**config.mk**
```make
export PLATFORM = sky130hd
export DESIGN_NAME = segment_lcd_number_formatter
export DESIGN_NICKNAME = d
export VERILOG_FILES = /design/src/rtl/slcd_pkg.sv /design/src/rtl/segment_lcd_number_formatter.sv /design/src/rtl/slcd_scale.sv /design/src/rtl/slcd_digits.sv /design/src/rtl/slcd_paint.sv
export SDC_FILE = /design/constraint.sdc
export NUM_CORES = 1
export LEC_CHECK = 0
export BUFFER_PORTS_ARGS = -buffer_cell sky130_fd_sc_hd__buf_2
export CAP_MARGIN = 20
export CELL_PAD_IN_SITES_DETAIL_PLACEMENT = 1
export CELL_PAD_IN_SITES_GLOBAL_PLACEMENT = 1
export CORE_UTILIZATION = 49
export CTS_BUF_LIST = sky130_fd_sc_hd__clkbuf_8
export DETAILED_ROUTE_END_ITERATION = 16
export GPL_TIMING_DRIVEN = 0
export PLACE_DENSITY = 0.91
export SLEW_MARGIN = 20
export SYNTH_ARGS = -nofsm -noshare
export SYNTH_HDL_FRONTEND = slang
export SYNTH_SLANG_ARGS = --single-unit
```
**constraint.sdc**
```tcl
create_clock -name clk -period 11.7 [get_ports clk]
set_input_delay 1.755 -clock clk [delete_from_list [all_inputs] [get_ports clk]]
set_output_delay 1.755 -clock clk [all_outputs]
set_load 0.005 [all_outputs]
```
**src/rtl/slcd_pkg.sv**
```systemverilog
`timescale 1ns / 1ps
// Shared types, constants, glyph tables and mask helpers for the segment LCD formatter.
package slcd_pkg;

  localparam int IMG_BYTES = 18;
  localparam int IMG_BITS  = IMG_BYTES * 8;
  localparam int SEGS      = 13;
  localparam int VAL_W     = 16;
  localparam int N_W       = 11;
  localparam int LVL_W     = 7;
  localparam int SYM_W     = 3;

  // Reciprocal constants for division by ten and by one hundred.
  localparam int          RECIP10_SH  = 19;
  localparam logic [15:0] RECIP10     = 16'hCCCD;
  localparam int          PROD10_W    = 32;
  localparam int          NPROD10_W   = N_W + 16;
  localparam int          RECIP100_SH = 17;
  localparam logic [10:0] RECIP100    = 11'd1311;
  localparam int          NPROD100_W  = N_W + 11;

  // Number display limits, in tenths.
  localparam logic signed [VAL_W-1:0] TOP_HI_LIM = 16'sd19995;
  localparam logic signed [VAL_W-1:0] BOT_HI_LIM = 16'sd9995;
  localparam logic signed [VAL_W-1:0] LO_LIM     = -16'sd995;
  localparam logic signed [VAL_W-1:0] TOP_PT_LIM = 16'sd1995;
  localparam logic signed [VAL_W-1:0] BOT_PT_LIM = 16'sd995;
  localparam logic signed [VAL_W-1:0] PT_LO_LIM  = -16'sd95;
  localparam logic [3:0]              ROUND_LIM  = 4'd5;
  localparam logic [N_W-1:0]          LEAD_LIM   = 11'd999;
  localparam logic [N_W-1:0]          LEFT_LIM   = 11'd99;

  // Battery bar step thresholds, in percent.
  localparam logic [LVL_W-1:0] BATT_STEP1 = 7'd16;
  localparam logic [LVL_W-1:0] BATT_STEP2 = 7'd33;
  localparam logic [LVL_W-1:0] BATT_STEP3 = 7'd49;
  localparam logic [LVL_W-1:0] BATT_STEP4 = 7'd67;
  localparam logic [LVL_W-1:0] BATT_STEP5 = 7'd83;

  localparam int SYM_BYTE = 17;

  typedef logic [IMG_BITS-1:0]    img_t;
  typedef logic [0:SEGS-1][7:0]   pos_tab_t;

  typedef enum logic [2:0] {
    FN_TOP  = 3'd0,
    FN_BOT  = 3'd1,
    FN_SYM  = 3'd2,
    FN_BATT = 3'd3,
    FN_LINK = 3'd4
  } func_t;

  typedef struct packed {
    func_t                   func;
    logic signed [VAL_W-1:0] value;
    logic                    pct;
    logic [SYM_W-1:0]        sym;
    logic                    en;
    logic [LVL_W-1:0]        lvl;
  } item_t;

  typedef struct packed {
    func_t            func;
    logic             pct;
    logic [SYM_W-1:0] sym;
    logic             en;
    logic [LVL_W-1:0] lvl;
    logic             hi;
    logic             lo;
    logic             point;
    logic             neg;
  } ctl_t;

  typedef struct packed {
    logic [3:0] d2;
    logic [3:0] d1;
    logic [3:0] d0;
    logic       show_l;
    logic       lead;
  } digits_t;

  typedef struct packed {
    img_t clr;
    img_t set;
  } paint_t;

  // Segment positions as image bit indexes (byte * 8 + bit), segment 1 first.
  localparam pos_tab_t POS_TOP_L = '{8'd19, 8'd47, 8'd31, 8'd30, 8'd29, 8'd28, 8'd17,
                                     8'd16, 8'd20, 8'd21, 8'd22, 8'd23, 8'd18};
  localparam pos_tab_t POS_TOP_M = '{8'd39, 8'd46, 8'd35, 8'd34, 8'd33, 8'd32, 8'd37,
                                     8'd36, 8'd24, 8'd25, 8'd26, 8'd27, 8'd38};
  localparam pos_tab_t POS_TOP_R = '{8'd6, 8'd139, 8'd138, 8'd137, 8'd136, 8'd45, 8'd4,
                                     8'd0, 8'd1, 8'd2, 8'd3, 8'd7, 8'd5};
  localparam pos_tab_t POS_BOT_L = '{8'd55, 8'd67, 8'd51, 8'd50, 8'd49, 8'd48, 8'd53,
                                     8'd52, 8'd40, 8'd41, 8'd42, 8'd43, 8'd54};
  localparam pos_tab_t POS_BOT_M = '{8'd59, 8'd66, 8'd71, 8'd70, 8'd69, 8'd68, 8'd57,
                                     8'd56, 8'd60, 8'd61, 8'd62, 8'd63, 8'd58};
  localparam pos_tab_t POS_BOT_R = '{8'd75, 8'd143, 8'd87, 8'd86, 8'd85, 8'd84, 8'd73,
                                     8'd72, 8'd76, 8'd77, 8'd78, 8'd79, 8'd74};

  function automatic img_t img_byte(input int b, input logic [7:0] v);
    img_t r;
    r = '0;
    r[b*8 +: 8] = v;
    return r;
  endfunction

  function automatic logic [SEGS-1:0] glyph(input logic [3:0] d);
    logic [SEGS-1:0] m;
    case (d)
      4'd0: m = 13'h0FFF;
      4'd1: m = 13'h003E;
      4'd2: m = 13'h1BEF;
      4'd3: m = 13'h1AFF;
      4'd4: m = 13'h1E3E;
      4'd5: m = 13'h1EFB;
      4'd6: m = 13'h1FFB;
      4'd7: m = 13'h083F;
      4'd8: m = 13'h1FFF;
      4'd9: m = 13'h1EFF;
      default: m = '0;
    endcase
    return m;
  endfunction

  // Scatters the lit segments of one digit onto the image.
  function automatic img_t place(input logic [3:0] d, input pos_tab_t pos);
    logic [SEGS-1:0] m;
    img_t            r;
    m = glyph(d);
    r = '0;
    for (int s = 0; s < SEGS; s++) begin
      if (m[s]) r[pos[s]] = 1'b1;
    end
    return r;
  endfunction

  localparam img_t TOP_CLR    = img_byte(0, 8'hFF) | img_byte(1, 8'h01) | img_byte(2, 8'hFF) |
                                img_byte(3, 8'hFF) | img_byte(4, 8'hFF) | img_byte(5, 8'hF0) |
                                img_byte(17, 8'h0F);
  localparam img_t TOP_HI_SET = img_byte(2, 8'hF5) | img_byte(3, 8'h7B) | img_byte(4, 8'h10);
  localparam img_t TOP_LO_SET = img_byte(2, 8'hF3) | img_byte(3, 8'h13) | img_byte(4, 8'h77);
  localparam img_t TOP_POINT  = img_byte(5, 8'h10);
  localparam img_t TOP_NEG    = img_byte(2, 8'h04);
  localparam img_t TOP_LEAD   = img_byte(1, 8'h01);

  localparam img_t BOT_CLR    = img_byte(5, 8'h0F) | img_byte(6, 8'hFF) | img_byte(7, 8'hFF) |
                                img_byte(8, 8'hFF) | img_byte(9, 8'hFF) | img_byte(10, 8'hF0) |
                                img_byte(17, 8'h80);
  localparam img_t BOT_PCT    = img_byte(8, 8'h02);
  localparam img_t BOT_HI_SET = img_byte(5, 8'h0F) | img_byte(6, 8'h57) | img_byte(7, 8'hB1);
  localparam img_t BOT_LO_SET = img_byte(5, 8'h0F) | img_byte(6, 8'h31) | img_byte(7, 8'h37) |
                                img_byte(8, 8'h70);
  localparam img_t BOT_POINT  = img_byte(8, 8'h01);
  localparam img_t BOT_NEG    = img_byte(6, 8'h40);

  localparam img_t SYM_CLR    = img_byte(SYM_BYTE, 8'h70);
  localparam img_t BATT_CLR   = img_byte(1, 8'hEE);
  localparam img_t BATT_FRAME = img_byte(1, 8'h20);
  localparam img_t BATT_SEG1  = img_byte(1, 8'h02);
  localparam img_t BATT_SEG2  = img_byte(1, 8'h04);
  localparam img_t BATT_SEG3  = img_byte(1, 8'h08);
  localparam img_t BATT_SEG4  = img_byte(1, 8'h80);
  localparam img_t BATT_SEG5  = img_byte(1, 8'h40);
  localparam img_t LINK_ICON  = img_byte(1, 8'h10);

endpackage

```
**src/rtl/segment_lcd_number_formatter.sv**
```systemverilog
`timescale 1ns / 1ps
// Top level of the segment LCD formatter: input register, number pipeline, image register.
//
// The block keeps the 18-byte image of a segment LCD and rewrites one part of it for
// every transaction on the slave channel. s_tuser selects the part (top number, bottom
// number, unit symbol, battery bar or link icon) and s_tdata carries the operands.
// After each transaction the master channel delivers the whole updated image as one
// transaction, in the same order as the inputs.
// One transaction is accepted in every cycle while the output is not stalled; the
// number path is a pipeline of input register, two scaling stages, two digit stages
// and the image register, and each multiply by a reciprocal constant has a register
// after it.
// Reset clears the image to all zeros and empties the pipeline.
// When the receiver holds m_tready low, the image register keeps its result and the
// stages behind it keep filling; s_tready drops only once every stage holds an item.
module segment_lcd_number_formatter (
  input  logic                          clk,
  input  logic                          rst,
  input  logic                          s_tvalid,
  output logic                          s_tready,
  // From bit 0: value_tenths[15:0], percent_on, symbol_code[2:0], enable,
  // battery_percent[6:0], four zero bits.
  input  logic [31:0]                   s_tdata,
  // func[2:0]
  input  logic [2:0]                    s_tuser,
  output logic                          m_tvalid,
  input  logic                          m_tready,
  // From bit 0: image_low[63:0], image_mid[63:0], image_high[15:0].
  output logic [slcd_pkg::IMG_BITS-1:0] m_tdata
);
  import slcd_pkg::*;

  // Input register.
  logic     in_valid;
  logic     in_ready;
  item_t    in_item;
  item_t    item_next;

  logic     sc_ready;
  logic     sc_valid;
  ctl_t     sc_ctl;
  logic [N_W-1:0] sc_n;

  logic     dg_ready;
  logic     dg_valid;
  ctl_t     dg_ctl;
  digits_t  dg_digits;

  paint_t   paint;
  logic     img_ready;
  img_t     image_next;

  assign in_ready = !in_valid || sc_ready;
  assign s_tready = in_ready;

  always_comb begin
    item_next.func  = func_t'(s_tuser);
    item_next.value = s_tdata[15:0];
    item_next.pct   = s_tdata[16];
    item_next.sym   = s_tdata[19:17];
    item_next.en    = s_tdata[20];
    item_next.lvl   = s_tdata[27:21];
  end

  always_ff @(posedge clk) begin
    if (rst) begin
      in_valid <= 1'b0;
    end else if (in_ready) begin
      in_valid <= s_tvalid;
    end
  end

  always_ff @(posedge clk) begin
    if (in_ready) in_item <= item_next;
  end

  slcd_scale u_scale (
    .clk       (clk),
    .rst       (rst),
    .in_valid  (in_valid),
    .in_ready  (sc_ready),
    .in_item   (in_item),
    .out_valid (sc_valid),
    .out_ready (dg_ready),
    .out_ctl   (sc_ctl),
    .out_n     (sc_n)
  );

  slcd_digits u_digits (
    .clk        (clk),
    .rst        (rst),
    .in_valid   (sc_valid),
    .in_ready   (dg_ready),
    .in_ctl     (sc_ctl),
    .in_n       (sc_n),
    .out_valid  (dg_valid),
    .out_ready  (img_ready),
    .out_ctl    (dg_ctl),
    .out_digits (dg_digits)
  );

  slcd_paint u_paint (
    .ctl   (dg_ctl),
    .dg    (dg_digits),
    .paint (paint)
  );

  // The output register is the image itself: it changes only when a new result is
  // loaded, so it always holds the image as left by the latest transaction.
  assign img_ready  = !m_tvalid || m_tready;
  assign image_next = (m_tdata & ~paint.clr) | paint.set;

  always_ff @(posedge clk) begin
    if (rst) begin
      m_tvalid <= 1'b0;
      m_tdata  <= '0;
    end else if (img_ready) begin
      m_tvalid <= dg_valid;
      if (dg_valid) m_tdata <= image_next;
    end
  end

endmodule

```
**src/rtl/slcd_scale.sv**
```systemverilog
`timescale 1ns / 1ps
// Two-stage range check, magnitude and divide-by-ten rounding of the number value.
module slcd_scale (
  input  logic                        clk,
  input  logic                        rst,
  input  logic                        in_valid,
  output logic                        in_ready,
  input  slcd_pkg::item_t             in_item,
  output logic                        out_valid,
  input  logic                        out_ready,
  output slcd_pkg::ctl_t              out_ctl,
  output logic [slcd_pkg::N_W-1:0]    out_n
);
  import slcd_pkg::*;

  logic                    a_valid;
  logic                    a_ready;
  logic                    b_ready;
  ctl_t                    a_ctl;
  logic [VAL_W-1:0]        a_mag;
  logic [PROD10_W-1:0]     a_prod;

  logic signed [VAL_W-1:0] v;
  logic                    top_sel;
  ctl_t                    ctl_next;
  logic [VAL_W-1:0]        mag_next;
  logic [PROD10_W-1:0]     prod_next;

  logic [PROD10_W-RECIP10_SH-1:0] q;
  logic [VAL_W-1:0]        q_times10;
  logic [VAL_W-1:0]        rem;
  logic [VAL_W-1:0]        rounded;
  logic [N_W-1:0]          n_next;

  assign b_ready  = !out_valid || out_ready;
  assign a_ready  = !a_valid || b_ready;
  assign in_ready = a_ready;

  assign v       = in_item.value;
  assign top_sel = (in_item.func == FN_TOP);

  always_comb begin
    ctl_next.func  = in_item.func;
    ctl_next.pct   = in_item.pct;
    ctl_next.sym   = in_item.sym;
    ctl_next.en    = in_item.en;
    ctl_next.lvl   = in_item.lvl;
    ctl_next.hi    = top_sel ? (v > TOP_HI_LIM) : (v > BOT_HI_LIM);
    ctl_next.lo    = (v < LO_LIM);
    ctl_next.point = !((top_sel ? (v > TOP_PT_LIM) : (v > BOT_PT_LIM)) || (v < PT_LO_LIM));
    ctl_next.neg   = v[VAL_W-1];
    mag_next       = v[VAL_W-1] ? VAL_W'(-v) : VAL_W'(v);
    prod_next      = PROD10_W'(mag_next) * PROD10_W'(RECIP10);
  end

  // Quotient by ten from the reciprocal product; the remainder decides rounding.
  always_comb begin
    q         = a_prod[PROD10_W-1:RECIP10_SH];
    q_times10 = VAL_W'({q, 3'b000}) + VAL_W'({q, 1'b0});
    rem       = a_mag - q_times10;
    rounded   = VAL_W'(q) + ((rem[3:0] > ROUND_LIM) ? VAL_W'(1) : VAL_W'(0));
    n_next    = a_ctl.point ? a_mag[N_W-1:0] : rounded[N_W-1:0];
  end

  always_ff @(posedge clk) begin
    if (rst) begin
      a_valid   <= 1'b0;
      out_valid <= 1'b0;
    end else begin
      if (a_ready) a_valid <= in_valid;
      if (b_ready) out_valid <= a_valid;
    end
  end

  always_ff @(posedge clk) begin
    if (a_ready) begin
      a_ctl  <= ctl_next;
      a_mag  <= mag_next;
      a_prod <= prod_next;
    end
    if (b_ready) begin
      out_ctl <= a_ctl;
      out_n   <= n_next;
    end
  end

endmodule

```
**src/rtl/slcd_digits.sv**
```systemverilog
`timescale 1ns / 1ps
// Two-stage split of the displayed magnitude into three decimal digits.
module slcd_digits (
  input  logic                        clk,
  input  logic                        rst,
  input  logic                        in_valid,
  output logic                        in_ready,
  input  slcd_pkg::ctl_t              in_ctl,
  input  logic [slcd_pkg::N_W-1:0]    in_n,
  output logic                        out_valid,
  input  logic                        out_ready,
  output slcd_pkg::ctl_t              out_ctl,
  output slcd_pkg::digits_t           out_digits
);
  import slcd_pkg::*;

  logic                   a_valid;
  logic                   a_ready;
  logic                   b_ready;
  ctl_t                   a_ctl;
  logic [N_W-1:0]         a_n;
  logic [NPROD10_W-1:0]   a_prod10;
  logic [NPROD100_W-1:0]  a_prod100;

  logic [NPROD10_W-RECIP10_SH-1:0]   q10;
  logic [NPROD100_W-RECIP100_SH-1:0] q100;
  logic [N_W-1:0]         t10;
  logic [N_W-1:0]         r0;
  logic [7:0]             t100;
  logic [7:0]             r1;
  logic [NPROD100_W-RECIP100_SH-1:0] r2;
  digits_t                digits_next;

  assign b_ready  = !out_valid || out_ready;
  assign a_ready  = !a_valid || b_ready;
  assign in_ready = a_ready;

  always_comb begin
    q10  = a_prod10[NPROD10_W-1:RECIP10_SH];
    q100 = a_prod100[NPROD100_W-1:RECIP100_SH];
    t10  = N_W'({q10, 3'b000}) + N_W'({q10, 1'b0});
    r0   = a_n - t10;
    t100 = 8'({q100, 3'b000}) + 8'({q100, 1'b0});
    r1   = q10 - t100;
    // The hundreds count stays below thirty, so two compares give it modulo ten.
    if (q100 >= 5'd20)      r2 = q100 - 5'd20;
    else if (q100 >= 5'd10) r2 = q100 - 5'd10;
    else                    r2 = q100;
    digits_next.d0     = r0[3:0];
    digits_next.d1     = r1[3:0];
    digits_next.d2     = r2[3:0];
    digits_next.show_l = (a_n > LEFT_LIM);
    digits_next.lead   = (a_n > LEAD_LIM);
  end

  always_ff @(posedge clk) begin
    if (rst) begin
      a_valid   <= 1'b0;
      out_valid <= 1'b0;
    end else begin
      if (a_ready) a_valid <= in_valid;
      if (b_ready) out_valid <= a_valid;
    end
  end

  always_ff @(posedge clk) begin
    if (a_ready) begin
      a_ctl     <= in_ctl;
      a_n       <= in_n;
      a_prod10  <= NPROD10_W'(in_n) * NPROD10_W'(RECIP10);
      a_prod100 <= NPROD100_W'(in_n) * NPROD100_W'(RECIP100);
    end
    if (b_ready) begin
      out_ctl    <= a_ctl;
      out_digits <= digits_next;
    end
  end

endmodule

```
**src/rtl/slcd_paint.sv**
```systemverilog
`timescale 1ns / 1ps
// Builds the clear and set masks that one transaction applies to the LCD image.
module slcd_paint (
  input  slcd_pkg::ctl_t    ctl,
  input  slcd_pkg::digits_t dg,
  output slcd_pkg::paint_t  paint
);
  import slcd_pkg::*;

  img_t clr;
  img_t set;

  always_comb begin
    clr = '0;
    set = '0;
    case (ctl.func)
      FN_TOP: begin
        clr = TOP_CLR;
        if (ctl.hi) begin
          set = TOP_HI_SET;
        end else if (ctl.lo) begin
          set = TOP_LO_SET;
        end else begin
          set = place(dg.d1, POS_TOP_M) | place(dg.d0, POS_TOP_R);
          if (dg.show_l) set = set | place(dg.d2, POS_TOP_L);
          if (ctl.point) set = set | TOP_POINT;
          if (ctl.neg) set = set | TOP_NEG;
          if (dg.lead) set = set | TOP_LEAD;
        end
      end
      FN_BOT: begin
        clr = BOT_CLR;
        if (ctl.pct) set = BOT_PCT;
        if (ctl.hi) begin
          set = set | BOT_HI_SET;
        end else if (ctl.lo) begin
          set = set | BOT_LO_SET;
        end else begin
          set = set | place(dg.d1, POS_BOT_M) | place(dg.d0, POS_BOT_R);
          if (dg.show_l) set = set | place(dg.d2, POS_BOT_L);
          if (ctl.point) set = set | BOT_POINT;
          if (ctl.neg) set = set | BOT_NEG;
        end
      end
      FN_SYM: begin
        // Degree, dash and underscore land on bits 6, 5 and 4.
        clr = SYM_CLR;
        set = img_byte(SYM_BYTE, {1'b0, ctl.sym[0], ctl.sym[1], ctl.sym[2], 4'b0000});
      end
      FN_BATT: begin
        clr = BATT_CLR;
        if (ctl.en) begin
          set = BATT_FRAME;
          if (ctl.lvl >= BATT_STEP1) set = set | BATT_SEG1;
          if (ctl.lvl >= BATT_STEP2) set = set | BATT_SEG2;
          if (ctl.lvl >= BATT_STEP3) set = set | BATT_SEG3;
          if (ctl.lvl >= BATT_STEP4) set = set | BATT_SEG4;
          if (ctl.lvl >= BATT_STEP5) set = set | BATT_SEG5;
        end
      end
      FN_LINK: begin
        clr = LINK_ICON;
        if (ctl.en) set = LINK_ICON;
      end
      default: begin
        clr = '0;
        set = '0;
      end
    endcase
  end

  assign paint.clr = clr;
  assign paint.set = set;

endmodule

```
## Yosys cells after proc, flatten, opt, wreduce, memory -nomap -nowiden

Memories as Yosys holds them, arrays and structs flattened. A register that Yosys moved wholly into a read port is not among the register bits.
Index checks and enable logic that the tools add are counted.
Widths: inputs -> output; s select.

| word-level totals | value |
|---|---|
| flip-flop bits (word level) | 379 |
| input bits | 39 |
| memory bits (read-only) | 1248 |
| memories | 6 |
| word-level logic and storage cells | 517 |
| output and inout bits | 146 |

Memory list:

| memory | depth | bits a word | read ports | clocked after Yosys merged registers in | wr ports | line | source |
|---|---|---|---|---|---|---|---|
| (no name shown) | 16 | 13 | 1 | 1 | 0 | slcd_pkg.sv:110 | `case (d)` |
| (no name shown) | 16 | 13 | 1 | 1 | 0 | slcd_pkg.sv:110 |  |
| (no name shown) | 16 | 13 | 1 | 1 | 0 | slcd_pkg.sv:110 |  |
| (no name shown) | 16 | 13 | 1 | 1 | 0 | slcd_pkg.sv:110 |  |
| (no name shown) | 16 | 13 | 1 | 1 | 0 | slcd_pkg.sv:110 |  |
| (no name shown) | 16 | 13 | 1 | 1 | 0 | slcd_pkg.sv:110 |  |

| operators by class | value |
|---|---|
| muxes and demuxes | 393 |
| bitwise gates (word level) | 8 |
| order comparisons | 16 |
| equal/unequal tests | 4 |
| reductions and logical operators | 17 |
| add/sub/neg operators | 10 |
| multiply operators | 3 |

Operators with widths:

| operator | number |
|---|---|
| $pmux 144 s5 | 2 |
| $mux 144 | 7 |
| $mux 1 | 341 |
| $or 144x144->144 | 2 |
| $mux 13 | 21 |
| $and 144x144->144 | 1 |
| $not 144->144 | 1 |
| $or 144x48->144 | 1 |
| $or 144x68->144 | 1 |
| $or 144x72->144 | 1 |
| $or 47x140->140 | 1 |
| $mux 66 | 1 |
| $mux 65 | 1 |
| $mux 55 | 1 |
| $mux 16 | 3 |
| $mux 45 | 1 |
| $mux 4 | 8 |
| $mul 16x16->30 const B | 1 |
| $mul 11x16->23 const B | 1 |
| $mul 11x11->22 const B | 1 |
| $mux 11 | 2 |
| $mux 19 | 1 |
| $gt 16x11->1 const B | 1 |
| $gt 16x12->1 const B | 1 |
| other kinds (29) | 49 |

## Logic depth before layout (Yosys ltp)

| depth | value |
|---|---|
| depth after elaboration | 18 |
| mapped depth | 24 |
| depth with buffers taken out | 24 |

## Cells and area by module

Synthesis repeated with hierarchy kept, for this count alone.

| second synthesis, totals | value |
|---|---|
| cells, all modules | 2563 |
| area, all modules | 24826.3 µm² |

By module, submodules not included:

| module | area an instance (µm²) | times used | cells each |
|---|---|---|---|
| slcd_scale | 7493.4 | 1 | 694 |
| segment_lcd_number_formatter | 7483.4 | 1 | 839 |
| slcd_digits | 7040.5 | 1 | 604 |
| slcd_paint | 2808.9 | 1 | 426 |

## Worst setup path after synthesis

Ideal clock, no wire load.

| timing path | value |
|---|---|
| path kind | register to register |
| start | reg in_item[17] (netlist name) |
| end | reg u_scale.a_prod[25], data pin |
| required time | 11435 ps |
| cell stages (with the launch flop) | 22 |
| arrival time | 6084 ps |
| setup slack | 5351 ps |
| setup time | 265 ps |
| cell sequence | edfxtp_1 > or3_4 > or3_4 > nor3_1 > a21boi_0 > xnor2_1 > inv_1 > ha_1 > ha_1 > fa_1 > fa_1 > fa_1 > inv_1 > fa_1 > inv_1 > ha_1 > and4_1 > and3_1 > a211oi_1 > o21a_1 > o21ai_0 > xor2_1 |

| between the ends | value |
|---|---|
| longest elaborated chain between the ends | 3 |

Ends and longest elaborated chain:

| item | line | source |
|---|---|---|
| $neg 16->16 | slcd_scale.sv:52 | `mag_next = v[VAL_W-1] ? VAL_W'(-v) : VAL_W'(v);` |
| $mux 16 * | slcd_scale.sv:52 |  |
| $mul 16x16->30 * | slcd_scale.sv:53 | `prod_next = PROD10_W'(mag_next) * PROD10_W'(RECIP10);` |
| via u_scale.prod_next[25] | slcd_scale.sv:27 | `logic [PROD10_W-1:0] prod_next;` |
| end signal: assignment | slcd_scale.sv:79 | `a_prod <= prod_next;` |
| end: declaration | slcd_scale.sv:21 | `logic [PROD10_W-1:0] a_prod;` |

The timed path passes the listed nets; every way through them passes the cells marked *.
A chain may end at the register's enable or synchronous reset.

## Final worst setup path

| timing path | value |
|---|---|
| start | reg in_item[14] (netlist name) |
| end | reg u_scale.a_prod[22], data pin |

| between the ends | value |
|---|---|
| longest elaborated chain between the ends | 3 |

Ends and longest elaborated chain:

| item | line | source |
|---|---|---|
| $neg 16->16 | slcd_scale.sv:52 |  |
| $mux 16 | slcd_scale.sv:52 |  |
| via u_scale.mag_next[5] | slcd_scale.sv:26 | `logic [VAL_W-1:0] mag_next;` |
| $mul 16x16->30 | slcd_scale.sv:53 |  |
| via u_scale.prod_next[22] | slcd_scale.sv:27 |  |

The timed path passes the listed nets, and every way through them passes these cells.

==> out/qor_table.md <==
| Parameter | Reported |
|---|---|
| Post-DP HPWL | 46,530 um |
| Die span in x | 207.6 um |
| Number of I/O pins | 185 |
| Cell at the root of the clock tree | sky130_fd_sc_hd__clkbuf_8 |
| Antenna violations before repair | 3 |
| Buffers on Ports | 127 |
| Clock period minus worst slack | 8.028 ns |
| Height of the die | 207.6 um |
| Post-CTS setup-driven buffer insertion count | 0 |
| Number of sinks driven by the clock tree | 302 |
| Synthesis Warnings | 0 |
| Arr. time, crit path | 8.42 ns |
| Pin count of the biggest net entering global routing | 43 |
| Number of library cell types mapped by synthesis | 66 |
| Total instance count after detailed placement | 2,671 |
| Global Route Usage Sum | 0.3087 |
| Worst slew margin | 0.1224 |
| ANT nets after route | 0 |
| Fin. max-slew vios | 0 |
| Final critical-path share of the clock period | 0.6862 |
| Setup repair after global routing missed its margin | false |
| Number of instances in the synthesized netlist | 1,957 |
| Post-Syn Area | 20,710 sq um |
| Ys flop type | sky130_fd_sc_hd__edfxtp_1 |
| Hold path startpoint | u_scale.out_ctl[3]$_DFFE_PP_ |
| R2R cell count | 21 |
| Library cell occupying the most area in the post-synthesis netlist | sky130_fd_sc_hd__edfxtp_1 |
| Async set or reset register ratio after synthesis | 0 |
| Type of the setup path with the least slack | reg -> reg |
| Data required time at the worst endpoint | 12.09 ns |
| Final Hold Viols | 0 |
| Clock transition at the register clock pins on the worst setup and hold paths after CTS | 0.08 ns |
| Reg2reg end | u_scale.a_prod[22]$_DFFE_PP_ |
| Class of the most critical hold timing path | reg -> reg |
| Worst Hold Path Cells | 0 |
| Clk Latency, worst-skew pair | 0.58 ns |
| Worst hold path endpoint | u_digits.a_ctl[3]$_DFFE_PP_ |
| Starting Density | 0.5015 |
| Max_cap viols | 0 |
| Biggest fanout along the worst timing path | 7 |
| Upper clock frequency limit | 124.6 MHz |
| Detailed-router iteration count before antenna repair | 5 |
| Nets | 2,661 |
| Met2 track utilization from global routing | 0.5650 |
| Number of inserted filler cells in the final layout | 4,484 |
| Number of flops mapped to enable cells by yosys | 174 |
| Top cells by area in the synthesized netlist | sky130_fd_sc_hd__edfxtp_1, sky130_fd_sc_hd__ha_1, sky130_fd_sc_hd__fa_1 |
| Placeable core region | 41,290 sq um |
| Summed negative setup slack over all endpoints | 0 ns |
| Synthesis-to-layout area growth | 12.26% |
| Number of standard cells in the final layout excluding fillers | 2,757 |
| Routed vias/inst | 5.747 |
| Sequential element share of the synthesized area | 0.3760 |
| Global-route congestion overflow total | 0 |
| Average footprint of a synthesized cell | 10.58 sq um |
| Overall routed net length | 65,210 um |
| CTS max path bufs | 3 |
| RR Startpoint | in_item[14]$_DFFE_PP_ |
| Top-area cell type share of the netlist area | 0.2523 |
| Worst setup slack for register-to-register paths | 3.67 ns |
| Vias in the first global route | 17.95k |
| Share of final-layout standard cells stronger than drive strength 1 | 0.1269 |
| Die Area | 43,090 sq um |
| Kind of end point of the critical path | flop |
| H-tree depth | 2 |
| Post-cts repair resize count | 0 |
| Synthesized flop and latch total | 302 |
| Weighted congestion reported at the end of routability-driven placement | 0.9048 |
| Worst-Margin Slew | 1.307 ns |
| CTS Buf Count | 47 |
| Vias post-DR | 15.84k |
| First-pass GRT wire length | 103,500 um |
| Residual DRC | 0 |
| Floorplan row count | 74 |
| Type of origin of the critical path | flop |
| First DRT Iteration DRCs | 1,333 |
| TritonCTS clock tree | built |
| Met1 track demand over resource | 0.3469 |
| Max Clock Skew | 0.02382 ns |
| Global route hottest layer | met2 |
| Result of the run | completed |
| Routed wire length per instance | 23.65 um |
| Post-cts hold buffer count | 0 |
| Core Util, Final | 0.5630 |
| Routing usage on met3 | 0.05038 |
| Final setup violating endpoints | 0 |
logic make-up after synthesis:
group | Yosys count | share of synthesized area
AOI/OAI and AO/OA | 303 | 0.09015
xor gates and xnor gates | 74 | 0.03166
adders and majority gates | 434 | 0.3177
buffers and inverters | 425 | 0.08658
DFF | 302 | 0.3760
muxes | 19 | 0.009546
other | 1 | 0.0001811
and+or+nand+nor | 399 | 0.08815
through the flow:
| step | area [sq um] | setup WS [ns] | hold slack (ns) |
|---|---|---|---|
| after floorplan | 20900 | 5.351 | 0.4003 |
| after global placement | 22200 | 4.069 | 0.4008 |
| after detailed placement | 22270 | 4.011 | 0.4062 |
| after CTS | 23230 | 3.690 | 0.4028 |
| after global routing | 23240 | 3.536 | 0.4221 |
| final | 23250 | 3.672 | 0.4093 |
critical path, stage by stage (launching register included):
cell and delay (ns):
sky130_fd_sc_hd__edfxtp_1 0.38, sky130_fd_sc_hd__clkbuf_1 0.22, sky130_fd_sc_hd__nor3_1 0.45, sky130_fd_sc_hd__nand3_1 0.26, sky130_fd_sc_hd__nand2_1 0.19, sky130_fd_sc_hd__xor2_1 0.68, sky130_fd_sc_hd__inv_1 0.34, sky130_fd_sc_hd__ha_1 0.41
sky130_fd_sc_hd__inv_1 0.08, sky130_fd_sc_hd__fa_1 0.53, sky130_fd_sc_hd__inv_1 0.06, sky130_fd_sc_hd__fa_1 0.53, sky130_fd_sc_hd__fa_1 0.57, sky130_fd_sc_hd__fa_1 0.55, sky130_fd_sc_hd__fa_1 0.50, sky130_fd_sc_hd__ha_1 0.28
sky130_fd_sc_hd__clkbuf_1 0.43, sky130_fd_sc_hd__nand3_1 0.15, sky130_fd_sc_hd__a21oi_1 0.19, sky130_fd_sc_hd__o21ai_0 0.43, sky130_fd_sc_hd__a21oi_1 0.35, sky130_fd_sc_hd__xor2_1 0.24
metal layers:
metal,vias to the layer above,part of all wire
li1,6939,-
met1,7912,0.37
met4,0,0.051
met3,237,0.059
met2,756,0.52
met5,-,0
cell usage after synthesis (8+ instances only):
| cell | number |
|---|---|
| sky130_fd_sc_hd__a211oi_1 | 33 |
| sky130_fd_sc_hd__a21o_1 | 17 |
| sky130_fd_sc_hd__a21oi_1 | 128 |
| sky130_fd_sc_hd__a31oi_1 | 9 |
| sky130_fd_sc_hd__and3_1 | 10 |
| sky130_fd_sc_hd__buf_4 | 52 |
| sky130_fd_sc_hd__clkbuf_1 | 45 |
| sky130_fd_sc_hd__dfxtp_1 | 128 |
| sky130_fd_sc_hd__edfxtp_1 | 174 |
| sky130_fd_sc_hd__fa_1 | 153 |
| sky130_fd_sc_hd__ha_1 | 281 |
| sky130_fd_sc_hd__inv_1 | 321 |
| sky130_fd_sc_hd__mux2i_1 | 13 |
| sky130_fd_sc_hd__nand2_1 | 140 |
| sky130_fd_sc_hd__nand3_1 | 57 |
| sky130_fd_sc_hd__nand4_1 | 14 |
| sky130_fd_sc_hd__nor2_1 | 112 |
| sky130_fd_sc_hd__nor2b_1 | 13 |
| sky130_fd_sc_hd__nor3_1 | 14 |
| sky130_fd_sc_hd__o21a_1 | 8 |
| sky130_fd_sc_hd__o21ai_0 | 57 |
| sky130_fd_sc_hd__o31ai_1 | 9 |
| sky130_fd_sc_hd__xnor2_1 | 49 |
| sky130_fd_sc_hd__xor2_1 | 24 |
registers in the layout, summed over array words and instances, names as in the netlist, 11 cells and up, named ones only:
register             count
u_scale.out_ctl         19
u_digits.out_ctl        19
u_digits.out_digits     14
u_digits.a_ctl          19
u_scale.out_n           11
u_scale.a_ctl           19
u_scale.a_prod          13
m_tdata                 92
in_item                 31
cell type report:
class                           instances  area [sq um]  area share
Sequential cell                       302          7787      0.3350
Timing Repair Buffer                  131         696.9     0.02998
Multi-Input combinational cell       1281         11330      0.4876
Tap cell                              532         665.6     0.02863
Buffer                                102         580.6     0.02497
Clock inverter                         28         205.2    0.008827
Antenna cell                            3         7.507   0.0003229
Clock buffer                           55         757.0     0.03256
Inverter                              323          1212     0.05215
layout by cell type, fill, tap and decap left out, types with 48 or more instances in the layout:
master / count
sky130_fd_sc_hd__inv_1: 334
sky130_fd_sc_hd__ha_1: 281
sky130_fd_sc_hd__edfxtp_1: 174
sky130_fd_sc_hd__fa_1: 153
sky130_fd_sc_hd__nand2_1: 139
sky130_fd_sc_hd__buf_2: 129
sky130_fd_sc_hd__a21oi_1: 128
sky130_fd_sc_hd__dfxtp_1: 128
sky130_fd_sc_hd__nor2_1: 112
sky130_fd_sc_hd__o21ai_0: 57
sky130_fd_sc_hd__nand3_1: 56
sky130_fd_sc_hd__clkbuf_8: 55
sky130_fd_sc_hd__buf_4: 52
sky130_fd_sc_hd__conb_1: 52
sky130_fd_sc_hd__xnor2_1: 48
worst max path at each step:
stage                          start                            to  slack [ns]  cells after the start
2_1_floorplan  in_item[17]$_DFFE_PP_  u_scale.a_prod[25]$_DFFE_PP_        5.35                     21
3_3_place_gp                m_tready                      s_tready        4.07                      6
3_5_place_dp   in_item[12]$_DFFE_PP_  u_scale.a_prod[25]$_DFFE_PP_        4.01                     18
4_1_cts        in_item[12]$_DFFE_PP_  u_scale.a_prod[22]$_DFFE_PP_        3.69                     18
5_1_grt        in_item[14]$_DFFE_PP_  u_scale.a_prod[28]$_DFFE_PP_        3.54                     21
6_report       in_item[14]$_DFFE_PP_  u_scale.a_prod[22]$_DFFE_PP_        3.67                     21
Power is not shown: default switching activity piles up to over one toggle a cycle in this logic, so the estimate is an artifact.
